--- src/hdl/rrhp_pkg.sv ---
// ----------------------------------------------------------------------------
// rrhp_pkg
// Types and constants shared by the RTP / RTCP header parser modules.
// ----------------------------------------------------------------------------
`default_nettype none

package rrhp_pkg;

    // byte position counter width
    localparam int POS_W = 20;
    // control length in bytes: 4 * (length + 1)
    localparam int CLEN_W = 19;

    localparam logic [POS_W-1:0] POS_MAX      = {POS_W{1'b1}};
    localparam logic [POS_W-1:0] SEQ_END_POS  = POS_W'(3);
    localparam logic [POS_W-1:0] TS_END_POS   = POS_W'(7);
    localparam logic [POS_W-1:0] HDR_END_POS  = POS_W'(11);
    localparam logic [POS_W-1:0] RTCP_HDR_POS = POS_W'(3);
    localparam logic [POS_W:0]   MIN_PACKET   = (POS_W+1)'(12);
    localparam logic [CLEN_W-1:0] RTCP_WORD_BYTES = CLEN_W'(4);

    localparam logic [1:0] RTP_VERSION  = 2'd2;
    localparam logic [7:0] RTCP_TYPE_LO = 8'd200;
    localparam logic [7:0] RTCP_TYPE_HI = 8'd207;

    // output bus widths
    localparam int DATA_W = 136;
    localparam int USER_W = 5;

    typedef enum logic [1:0] {
        MODE_NONE = 2'd0,
        MODE_RTP  = 2'd1,
        MODE_RTCP = 2'd2
    } t_mode;

    typedef enum logic [2:0] {
        PH_FIXED       = 3'd0,
        PH_CSRC        = 3'd1,
        PH_EXT_HDR     = 3'd2,
        PH_EXT_WORD    = 3'd3,
        PH_PAYLOAD     = 3'd4,
        PH_RTCP_COVER  = 3'd5,
        PH_RTCP_BEYOND = 3'd6
    } t_phase;

    typedef enum logic [2:0] {
        KIND_RTP_HDR   = 3'd0,
        KIND_CSRC      = 3'd1,
        KIND_EXT_HDR   = 3'd2,
        KIND_EXT_WORD  = 3'd3,
        KIND_PAYLOAD   = 3'd4,
        KIND_RTCP_HDR  = 3'd5,
        KIND_RTCP_BYTE = 3'd6,
        KIND_END       = 3'd7
    } t_kind;

    typedef enum logic [1:0] {
        ST_CONTINUE = 2'd0,
        ST_SUCCESS  = 2'd1,
        ST_SHORT    = 2'd2,
        ST_INVALID  = 2'd3
    } t_status;

    // tdata fields, version in the lowest bits
    typedef struct packed {
        logic [31:0] value;
        logic [31:0] sync_source;
        logic [31:0] time_stamp;
        logic [15:0] sequence_res;
        logic [7:0]  type_code;
        logic        marker_bit;
        logic [3:0]  source_count;
        logic        extension_flag;
        logic        padding_flag;
        logic [1:0]  version;
    } t_payload;

    // tuser fields, kind in the lowest bits
    typedef struct packed {
        t_status status;
        t_kind   kind;
    } t_tag;

    typedef struct packed {
        t_tag     tag;
        t_payload payload;
    } t_result;

    localparam int PAD_W = DATA_W - $bits(t_payload);

endpackage

`default_nettype wire

--- src/hdl/rrhp_front.sv ---
// ----------------------------------------------------------------------------
// rrhp_front
// Byte-level parser: tracks position and phase, builds at most one result per byte.
// ----------------------------------------------------------------------------
`default_nettype none

module rrhp_front (
    input  wire logic              i_clk,
    input  wire logic              i_rst_n,
    input  wire logic              i_s_tvalid,
    output logic                   o_s_tready,
    input  wire logic [7:0]        i_s_tdata,   // byte_value
    input  wire logic              i_s_tlast,   // last_byte
    input  wire logic              i_full,
    output logic                   o_push,
    output rrhp_pkg::t_result      o_result
);
    import rrhp_pkg::*;

    logic [POS_W-1:0]  r_pos,      n_pos;
    t_mode             r_mode,     n_mode;
    t_phase            r_phase,    n_phase;
    logic [31:0]       r_shift,    n_shift;
    logic [15:0]       r_first,    n_first;
    logic [15:0]       r_seq,      n_seq;
    logic [31:0]       r_ts,       n_ts;
    logic [3:0]        r_sources,  n_sources;
    logic [15:0]       r_ext_left, n_ext_left;
    logic [CLEN_W-1:0] r_clen,     n_clen;

    logic              w_accept;
    logic              w_have;
    logic              w_word_end;
    logic              w_rtcp_type;
    logic [CLEN_W-1:0] w_clen_calc;
    logic [POS_W:0]    w_pos_inc;
    t_phase            w_after_src;

    assign o_s_tready = !i_full;
    assign w_accept   = i_s_tvalid && o_s_tready;
    assign o_push     = w_accept && (w_have || i_s_tlast);

    // byte assembly and classification
    assign n_shift    = {r_shift[23:0], i_s_tdata};
    assign w_word_end = (r_pos[1:0] == 2'b11);
    assign w_pos_inc  = {1'b0, r_pos} + (POS_W+1)'(1);
    assign w_clen_calc = {{1'b0, n_shift[15:0]} + 17'd1, 2'b00};
    assign w_rtcp_type = (i_s_tdata >= RTCP_TYPE_LO) && (i_s_tdata <= RTCP_TYPE_HI);
    assign w_after_src = n_first[12] ? PH_EXT_HDR : PH_PAYLOAD;
    assign n_pos       = (r_pos != POS_MAX) ? w_pos_inc[POS_W-1:0] : r_pos;

    always_comb begin
        n_first = r_first;
        n_mode  = r_mode;
        if (r_pos == '0) begin
            n_first = {i_s_tdata, 8'h00};
        end else if (r_pos == POS_W'(1)) begin
            n_first = {r_first[15:8], i_s_tdata};
            n_mode  = (n_first[15:14] == RTP_VERSION && w_rtcp_type) ? MODE_RTCP : MODE_RTP;
        end
    end

    // next phase and counters
    always_comb begin
        n_phase    = r_phase;
        n_seq      = r_seq;
        n_ts       = r_ts;
        n_sources  = r_sources;
        n_ext_left = r_ext_left;
        n_clen     = r_clen;
        w_have     = 1'b0;
        if (n_mode == MODE_RTP) begin
            unique case (r_phase)
                PH_FIXED: begin
                    if (r_pos == SEQ_END_POS) begin
                        n_seq = n_shift[15:0];
                    end else if (r_pos == TS_END_POS) begin
                        n_ts = n_shift;
                    end else if (r_pos == HDR_END_POS) begin
                        w_have    = 1'b1;
                        n_sources = n_first[11:8];
                        n_phase   = (n_first[11:8] != 4'd0) ? PH_CSRC : w_after_src;
                    end
                end
                PH_CSRC: begin
                    if (w_word_end) begin
                        w_have    = 1'b1;
                        n_sources = r_sources - 4'd1;
                        if (n_sources == 4'd0) n_phase = w_after_src;
                    end
                end
                PH_EXT_HDR: begin
                    if (w_word_end) begin
                        w_have     = 1'b1;
                        n_ext_left = n_shift[15:0];
                        n_phase    = (n_shift[15:0] != 16'd0) ? PH_EXT_WORD : PH_PAYLOAD;
                    end
                end
                PH_EXT_WORD: begin
                    if (w_word_end) begin
                        w_have     = 1'b1;
                        n_ext_left = r_ext_left - 16'd1;
                        if (n_ext_left == 16'd0) n_phase = PH_PAYLOAD;
                    end
                end
                PH_PAYLOAD: begin
                    w_have = 1'b1;
                end
                default: begin
                end
            endcase
        end else if (n_mode == MODE_RTCP) begin
            if (r_phase == PH_FIXED) begin
                if (r_pos == RTCP_HDR_POS) begin
                    w_have  = 1'b1;
                    n_clen  = w_clen_calc;
                    n_phase = (w_clen_calc > RTCP_WORD_BYTES) ? PH_RTCP_COVER : PH_RTCP_BEYOND;
                end
            end else if (r_phase == PH_RTCP_COVER) begin
                w_have = 1'b1;
                if (w_pos_inc >= (POS_W+1)'(r_clen)) n_phase = PH_RTCP_BEYOND;
            end
        end
    end

    // result item
    always_comb begin
        o_result = '0;
        if (n_mode == MODE_RTP) begin
            unique case (r_phase)
                PH_FIXED: begin
                    o_result.tag.kind               = KIND_RTP_HDR;
                    o_result.payload.version        = n_first[15:14];
                    o_result.payload.padding_flag   = n_first[13];
                    o_result.payload.extension_flag = n_first[12];
                    o_result.payload.source_count   = n_first[11:8];
                    o_result.payload.marker_bit     = n_first[7];
                    o_result.payload.type_code      = {1'b0, n_first[6:0]};
                    o_result.payload.sequence_res   = r_seq;
                    o_result.payload.time_stamp     = r_ts;
                    o_result.payload.sync_source    = n_shift;
                end
                PH_CSRC: begin
                    o_result.tag.kind      = KIND_CSRC;
                    o_result.payload.value = n_shift;
                end
                PH_EXT_HDR: begin
                    o_result.tag.kind             = KIND_EXT_HDR;
                    o_result.payload.sequence_res = n_shift[31:16];
                    o_result.payload.value        = {16'd0, n_shift[15:0]};
                end
                PH_EXT_WORD: begin
                    o_result.tag.kind      = KIND_EXT_WORD;
                    o_result.payload.value = n_shift;
                end
                PH_PAYLOAD: begin
                    o_result.tag.kind      = KIND_PAYLOAD;
                    o_result.payload.value = {24'd0, i_s_tdata};
                end
                default: begin
                end
            endcase
        end else if (n_mode == MODE_RTCP) begin
            if (r_phase == PH_FIXED) begin
                o_result.tag.kind          = KIND_RTCP_HDR;
                o_result.payload.version   = n_first[15:14];
                o_result.payload.type_code = n_first[7:0];
                o_result.payload.value     = {{(32-CLEN_W){1'b0}}, w_clen_calc};
            end else begin
                o_result.tag.kind      = KIND_RTCP_BYTE;
                o_result.payload.value = {24'd0, i_s_tdata};
            end
        end
        // final byte: end marker if no item completes, and the final status
        if (i_s_tlast) begin
            if (!w_have) begin
                o_result          = '0;
                o_result.tag.kind = KIND_END;
            end
            if (w_pos_inc < MIN_PACKET) begin
                o_result.tag.status = ST_SHORT;
            end else if (n_mode == MODE_RTP) begin
                o_result.tag.status = (n_phase == PH_PAYLOAD) ? ST_SUCCESS : ST_INVALID;
            end else begin
                o_result.tag.status = (n_phase == PH_RTCP_BEYOND) ? ST_SUCCESS : ST_INVALID;
            end
        end
    end

    // parser state, cleared at reset and after the final byte
    always_ff @(posedge i_clk) begin
        if (!i_rst_n || (w_accept && i_s_tlast)) begin
            r_pos      <= '0;
            r_mode     <= MODE_NONE;
            r_phase    <= PH_FIXED;
            r_shift    <= '0;
            r_first    <= '0;
            r_seq      <= '0;
            r_ts       <= '0;
            r_sources  <= '0;
            r_ext_left <= '0;
            r_clen     <= '0;
        end else if (w_accept) begin
            r_pos      <= n_pos;
            r_mode     <= n_mode;
            r_phase    <= n_phase;
            r_shift    <= n_shift;
            r_first    <= n_first;
            r_seq      <= n_seq;
            r_ts       <= n_ts;
            r_sources  <= n_sources;
            r_ext_left <= n_ext_left;
            r_clen     <= n_clen;
        end
    end

endmodule

`default_nettype wire

--- src/hdl/rrhp_queue.sv ---
// ----------------------------------------------------------------------------
// rrhp_queue
// Small result queue between the parser front and the output stage.
// ----------------------------------------------------------------------------
`default_nettype none

module rrhp_queue #(
    parameter int DEPTH = 2
) (
    input  wire logic              i_clk,
    input  wire logic              i_rst_n,
    input  wire logic              i_push,
    input  wire rrhp_pkg::t_result i_data,
    output logic                   o_full,
    output logic                   o_valid,
    output rrhp_pkg::t_result      o_data,
    input  wire logic              i_pop
);
    import rrhp_pkg::*;

    localparam int PTR_W = (DEPTH > 1) ? $clog2(DEPTH) : 1;
    localparam int CNT_W = $clog2(DEPTH + 1);
    localparam logic [PTR_W-1:0] PTR_LAST = PTR_W'(DEPTH - 1);
    localparam logic [CNT_W-1:0] CNT_FULL = CNT_W'(DEPTH);

    t_result           r_entry [DEPTH];
    logic [PTR_W-1:0]  r_wr_ptr, n_wr_ptr;
    logic [PTR_W-1:0]  r_rd_ptr, n_rd_ptr;
    logic [CNT_W-1:0]  r_count,  n_count;

    logic w_push;
    logic w_pop;

    assign o_full  = (r_count == CNT_FULL);
    assign o_valid = (r_count != '0);
    assign o_data  = r_entry[r_rd_ptr];
    assign w_push  = i_push && !o_full;
    assign w_pop   = i_pop && o_valid;

    // pointer and fill count update
    always_comb begin
        n_wr_ptr = r_wr_ptr;
        n_rd_ptr = r_rd_ptr;
        n_count  = r_count;
        if (w_push) n_wr_ptr = (r_wr_ptr == PTR_LAST) ? '0 : r_wr_ptr + PTR_W'(1);
        if (w_pop)  n_rd_ptr = (r_rd_ptr == PTR_LAST) ? '0 : r_rd_ptr + PTR_W'(1);
        if (w_push && !w_pop) n_count = r_count + CNT_W'(1);
        else if (w_pop && !w_push) n_count = r_count - CNT_W'(1);
    end

    always_ff @(posedge i_clk) begin
        if (!i_rst_n) begin
            r_wr_ptr <= '0;
            r_rd_ptr <= '0;
            r_count  <= '0;
        end else begin
            r_wr_ptr <= n_wr_ptr;
            r_rd_ptr <= n_rd_ptr;
            r_count  <= n_count;
        end
    end

    // entry storage
    always_ff @(posedge i_clk) begin
        if (w_push) r_entry[r_wr_ptr] <= i_data;
    end

endmodule

`default_nettype wire

--- src/hdl/rrhp_back.sv ---
// ----------------------------------------------------------------------------
// rrhp_back
// Output register stage: drains the queue onto the master stream.
// ----------------------------------------------------------------------------
`default_nettype none

module rrhp_back (
    input  wire logic                          i_clk,
    input  wire logic                          i_rst_n,
    input  wire logic                          i_valid,
    input  wire rrhp_pkg::t_result             i_data,
    output logic                               o_pop,
    output logic                               o_m_tvalid,
    input  wire logic                          i_m_tready,
    // version, padding_flag, extension_flag, source_count, marker_bit,
    // type_code, sequence_res, time_stamp, sync_source, value (lsb up)
    output logic [rrhp_pkg::DATA_W-1:0]        o_m_tdata,
    // kind, status (lsb up)
    output logic [rrhp_pkg::USER_W-1:0]        o_m_tuser
);
    import rrhp_pkg::*;

    logic    r_valid;
    t_result r_res;
    logic    w_load;

    assign w_load = !r_valid || i_m_tready;
    assign o_pop  = i_valid && w_load;

    // valid flag
    always_ff @(posedge i_clk) begin
        if (!i_rst_n) begin
            r_valid <= 1'b0;
        end else if (w_load) begin
            r_valid <= i_valid;
        end
    end

    // result register
    always_ff @(posedge i_clk) begin
        if (o_pop) r_res <= i_data;
    end

    assign o_m_tvalid = r_valid;
    assign o_m_tdata  = {{PAD_W{1'b0}}, r_res.payload};
    assign o_m_tuser  = r_res.tag;

endmodule

`default_nettype wire

--- src/hdl/rtp_rtcp_header_parser.sv ---
// ----------------------------------------------------------------------------
// rtp_rtcp_header_parser
// Streaming RTP / RTCP header parser, one packet byte in per cycle while o_s_tready is high.
// ----------------------------------------------------------------------------
// The block takes one packet byte per cycle and gives at most one result per
// byte, so it sustains one byte every clock while the output side keeps up.
// The byte parser builds a result in the cycle its byte is taken and writes
// it into the result queue; from the queue it moves into the output
// register, which drives the master stream. The queue holds QUEUE_DEPTH
// results; when the output side stalls and the queue is full, o_s_tready
// drops. The result of the last byte of a packet carries the final status.
`default_nettype none

module rtp_rtcp_header_parser #(
    parameter int QUEUE_DEPTH = 2
) (
    input  wire logic                          i_clk,
    input  wire logic                          i_rst_n,
    input  wire logic                          i_s_tvalid,
    output logic                               o_s_tready,
    input  wire logic [7:0]                    i_s_tdata,   // byte_value
    input  wire logic                          i_s_tlast,   // last_byte
    output logic                               o_m_tvalid,
    input  wire logic                          i_m_tready,
    // version[1:0], padding_flag[2], extension_flag[3], source_count[7:4],
    // marker_bit[8], type_code[16:9], sequence_res[32:17], time_stamp[64:33],
    // sync_source[96:65], value[128:97], zeros above
    output logic [rrhp_pkg::DATA_W-1:0]        o_m_tdata,
    // kind[2:0], status[4:3]
    output logic [rrhp_pkg::USER_W-1:0]        o_m_tuser
);
    import rrhp_pkg::*;

    logic    w_push;
    logic    w_full;
    logic    w_q_valid;
    logic    w_pop;
    t_result w_front_res;
    t_result w_q_res;

    // byte parser
    rrhp_front u_front (
        .i_clk      (i_clk),
        .i_rst_n    (i_rst_n),
        .i_s_tvalid (i_s_tvalid),
        .o_s_tready (o_s_tready),
        .i_s_tdata  (i_s_tdata),
        .i_s_tlast  (i_s_tlast),
        .i_full     (w_full),
        .o_push     (w_push),
        .o_result   (w_front_res)
    );

    // result queue
    rrhp_queue #(
        .DEPTH (QUEUE_DEPTH)
    ) u_queue (
        .i_clk   (i_clk),
        .i_rst_n (i_rst_n),
        .i_push  (w_push),
        .i_data  (w_front_res),
        .o_full  (w_full),
        .o_valid (w_q_valid),
        .o_data  (w_q_res),
        .i_pop   (w_pop)
    );

    // output stage
    rrhp_back u_back (
        .i_clk      (i_clk),
        .i_rst_n    (i_rst_n),
        .i_valid    (w_q_valid),
        .i_data     (w_q_res),
        .o_pop      (w_pop),
        .o_m_tvalid (o_m_tvalid),
        .i_m_tready (i_m_tready),
        .o_m_tdata  (o_m_tdata),
        .o_m_tuser  (o_m_tuser)
    );

endmodule

`default_nettype wire

--- config.mk ---
export PLATFORM = sky130hd
export DESIGN_NAME = rtp_rtcp_header_parser
export DESIGN_NICKNAME = d
export VERILOG_FILES = /design/src/hdl/rrhp_pkg.sv /design/src/hdl/rrhp_front.sv /design/src/hdl/rrhp_queue.sv /design/src/hdl/rrhp_back.sv /design/src/hdl/rtp_rtcp_header_parser.sv
export SDC_FILE = /design/constraint.sdc
export NUM_CORES = 1
export LEC_CHECK = 0
export BUFFER_PORTS_ARGS = -buffer_cell sky130_fd_sc_hd__buf_2
export CAP_MARGIN = 0
export CELL_PAD_IN_SITES_DETAIL_PLACEMENT = 2
export CELL_PAD_IN_SITES_GLOBAL_PLACEMENT = 2
export CORE_MARGIN = 10
export CORE_UTILIZATION = 35
export CTS_CLUSTER_DIAMETER = 50
export DETAILED_ROUTE_END_ITERATION = 8
export PLACE_DENSITY = 0.75
export SKIP_CTS_REPAIR_TIMING = 1
export SLEW_MARGIN = 20
export SYNTH_ARGS = -nofsm -noshare
export SYNTH_HDL_FRONTEND = slang
export SYNTH_SLANG_ARGS = --single-unit
--- constraint.sdc ---
create_clock -name i_clk -period 11.1 [get_ports i_clk]
set_input_delay 1.11 -clock i_clk [delete_from_list [all_inputs] [get_ports i_clk]]
set_output_delay 1.11 -clock i_clk [all_outputs]
set_load 0.1 [all_outputs]
==> metrics <==
status finished clean; yosys warns 0; Worst setup EP type flip-flop; final setup fails 0; post-route ant nets 0; CTS tree built; routability congestion estimate 0.835; Critical Path Max Stage Delay 0.92 ns; r2r startpoint u_front.r_pos[7]$_SDFFE_PP0P_; Crit. path cell count 9; CTS Buffer Depth 3; Synth top area share between 50% and 60%; Clock H-tree levels 3; number of synthesized register bits ~560; Avg Cell Area, Syn 12.9 um2; Final #Nets 1981; Slowest cell on crit path buf_4; Final Hold Fails 0; critical path class reg -> reg; Synth cell types 70; global-route wire length before repair 112000 um; GRT Resource Usage Total 18.8%; drt initial violations ~920; crit path DAT 5.81 ns; starting density of the core 35.4%; core footprint 65900 um2; Sink Count 557; Ports 156; Diodes inserted 0; clock transition at the registers of the reported paths 0.06 ns; CTS buffer count 74; total wire length 74500 um; Skew-Pair Late Insertion Delay ~0.64 ns; R2R depth 9; R2R Setup Slk between 5 and 6 ns; most frequent cells in the layout 402 x edfxtp_1, 179 x nor2_1, 154 x dfxtp_1; via count of the first global-routing pass 17025; Leak 0.00969 uW; Top FF cell, synth edfxtp_1; worst endpoint required time approximately 11 ns; num rows 94; die width 278 um; Synth area leaders edfxtp_1 52%, dfxtp_1 13%, mux2_2 6.5%; Tcrit/Tclk final 50.1%; per-cell routed wire length 26.0 um; PortBufs 148; startpoint types flip-flop; leading cell type in the layout, fill and taps excluded edfxtp_1; Die H 278 um; post-layout util 41.6%; CP startpoint u_front.r_pos[7]$_SDFFE_PP0P_; ordered cell list for the critical path nor4_1 -> nand3_1 -> or4b_4 -> nand2_2 -> buf_4 -> a311oi_2 -> a21o_1 -> nor2_4 -> buf_4; hpwl dp 48900 um; die area 77300 um2; Initial DRT Pass Iterations 5; via/cell ratio 5.40; delay-heaviest family, CP simple AND/OR/NAND/NOR gates; MaxCap Viol Count 0; initial antenna violation count 2; Async S/R FF share, synth 0%; Achievable Freq 180 MHz; Setup TNS Final 0 ns; Tightest Pin Transition 1.21 ns; Cell Area, Synth between 20000 and 25000 um2; cell taking the most area after synthesis edfxtp_1; peak supply drop 0.000122 V; RR Endpoint u_queue.r_entry[0][82]$_DFFE_PP_; CTS root buffer clkbuf_16; area delta synth->final 17.5%; number of remaining DRC errors 0; RSZ-0062 raised after global routing false; Min-Delay Path Class reg -> reg; CP Max Fanout 73; Gate Count Post-Synth roughly 1800; largest net degree at the start of global routing 81; Post-synth EDFFs roughly 400; CP Buf/Inv Count 2; fin. max-slew vios 0; GR Overflow Total 0; via count 15470; Slew headroom between 10% and 20%; Final min period 5.57 ns; Power per Cell Area ~270 nW/um2; fillers around 6600; register area share after synthesis 65.1%; skew final around 0.032 ns; crit-path most repeated cell buf_4; crit path to u_queue.r_entry[0][82]$_DFFE_PP_; share of cells above drive strength 1 23.0%
sequential cells by signal, summed over array words and instances, names as in the netlist, 16 cells and up:
name                cells
u_queue.r_entry       268
u_front.r_shift        24
u_front.r_clen         17
u_front.r_ts           32
u_back.o_m_tdata      129
u_front.r_first        16
u_front.r_ext_left     16
u_front.r_seq          16
u_front.r_pos          20
power breakdown:
part / leakage, uW / internal (uW) / switching, uW / total, uW
registers: 0.00502 / 2600 / 150 / 2750
logic: 0.00345 / 365 / 1870 / 2240
clock network: 0.00121 / 1460 / 979 / 2430
cell usage after synthesis, drive strengths merged (25+ instances only):
| cell | count |
|---|---|
| inv | 40 |
| nor2 | 181 |
| mux2i | 72 |
| dfxtp | 155 |
| o21ai | 35 |
| xor2 | 30 |
| ha | 28 |
| nand3 | 33 |
| mux2 | 135 |
| and3 | 66 |
| edfxtp | 402 |
| nor3 | 34 |
| nor4 | 27 |
| xnor2 | 27 |
| buf | 25 |
| a21oi | 84 |
| nand2 | 127 |
| and2 | 27 |
| clkbuf | 102 |
tightest hold or removal path: cells and delay by family (launching register included):
family | cells | cell delay (ns)
AO/OA/AOI/OAI | 1 | 0.05
AND/OR/NAND/NOR | 1 | 0.05
flip-flops | 1 | 0.30
per-stage QoR:
step                      setup slack, ns  cell area, um2  hold slack (ns)  cells  power (uW)
final                                5.53           27400            0.461   2866        7420
after global routing                 5.12           27400            0.492   2866        7670
after CTS                            5.37           27400            0.464   2865        7520
after detailed placement             5.10           24800            0.457   2727        5060
after global placement               5.23           24800            0.442   2727        4990
after floorplan                      2.17           23300            0.432   1818        4610
logic make-up after synthesis:
logic type | Yosys count | synth area share [%]
other cells | 1 | 0.0161
flops | 557 | 65.1
compound gates | 227 | 6.36
fa+ha+maj | 28 | 1.50
buf+inv | 167 | 3.01
simple gates | 568 | 12.3
mux | 207 | 9.61
xor+xnor | 57 | 2.14
per-layer routing:
layer	vias to the layer above	wire, um	track usage, %
met2	389	39100	33.8
met4	2	2890	7.82
met1	8004	29600	21.7
met5	-	13	0
li1	6909	-	-
met3	166	2900	3.20
worst min path at each step:
stage	from	endpoint	slack [ns]	cells after the start
2_1_floorplan	u_front.r_clen[18]$_SDFFE_PP0P_	u_front.r_clen[18]$_SDFFE_PP0P_	0.43	2
3_3_place_gp	u_front.r_clen[15]$_SDFFE_PP0P_	u_front.r_clen[15]$_SDFFE_PP0P_	0.44	2
3_5_place_dp	u_front.r_clen[4]$_SDFFE_PP0P_	u_front.r_clen[4]$_SDFFE_PP0P_	0.46	2
4_1_cts	u_front.r_clen[4]$_SDFFE_PP0P_	u_front.r_clen[4]$_SDFFE_PP0P_	0.46	2
5_1_grt	u_front.r_clen[15]$_SDFFE_PP0P_	u_front.r_clen[15]$_SDFFE_PP0P_	0.49	2
6_report	u_front.r_clen[4]$_SDFFE_PP0P_	u_front.r_clen[4]$_SDFFE_PP0P_	0.46	2
area by class of cell:
type / instances / area [um2] / share of cell area (%)
Multi-Input combinational cell: 1094 / 7520 / 27.4
Clock buffer: 94 / 2020 / 7.37
Timing Repair Buffer: 173 / 938 / 3.43
Sequential cell: 557 / 15200 / 55.4
Clock inverter: 44 / 505 / 1.85
Inverter: 40 / 150 / 0.548
Tap cell: 864 / 1080 / 3.95
(Power assumes the default switching activity.)
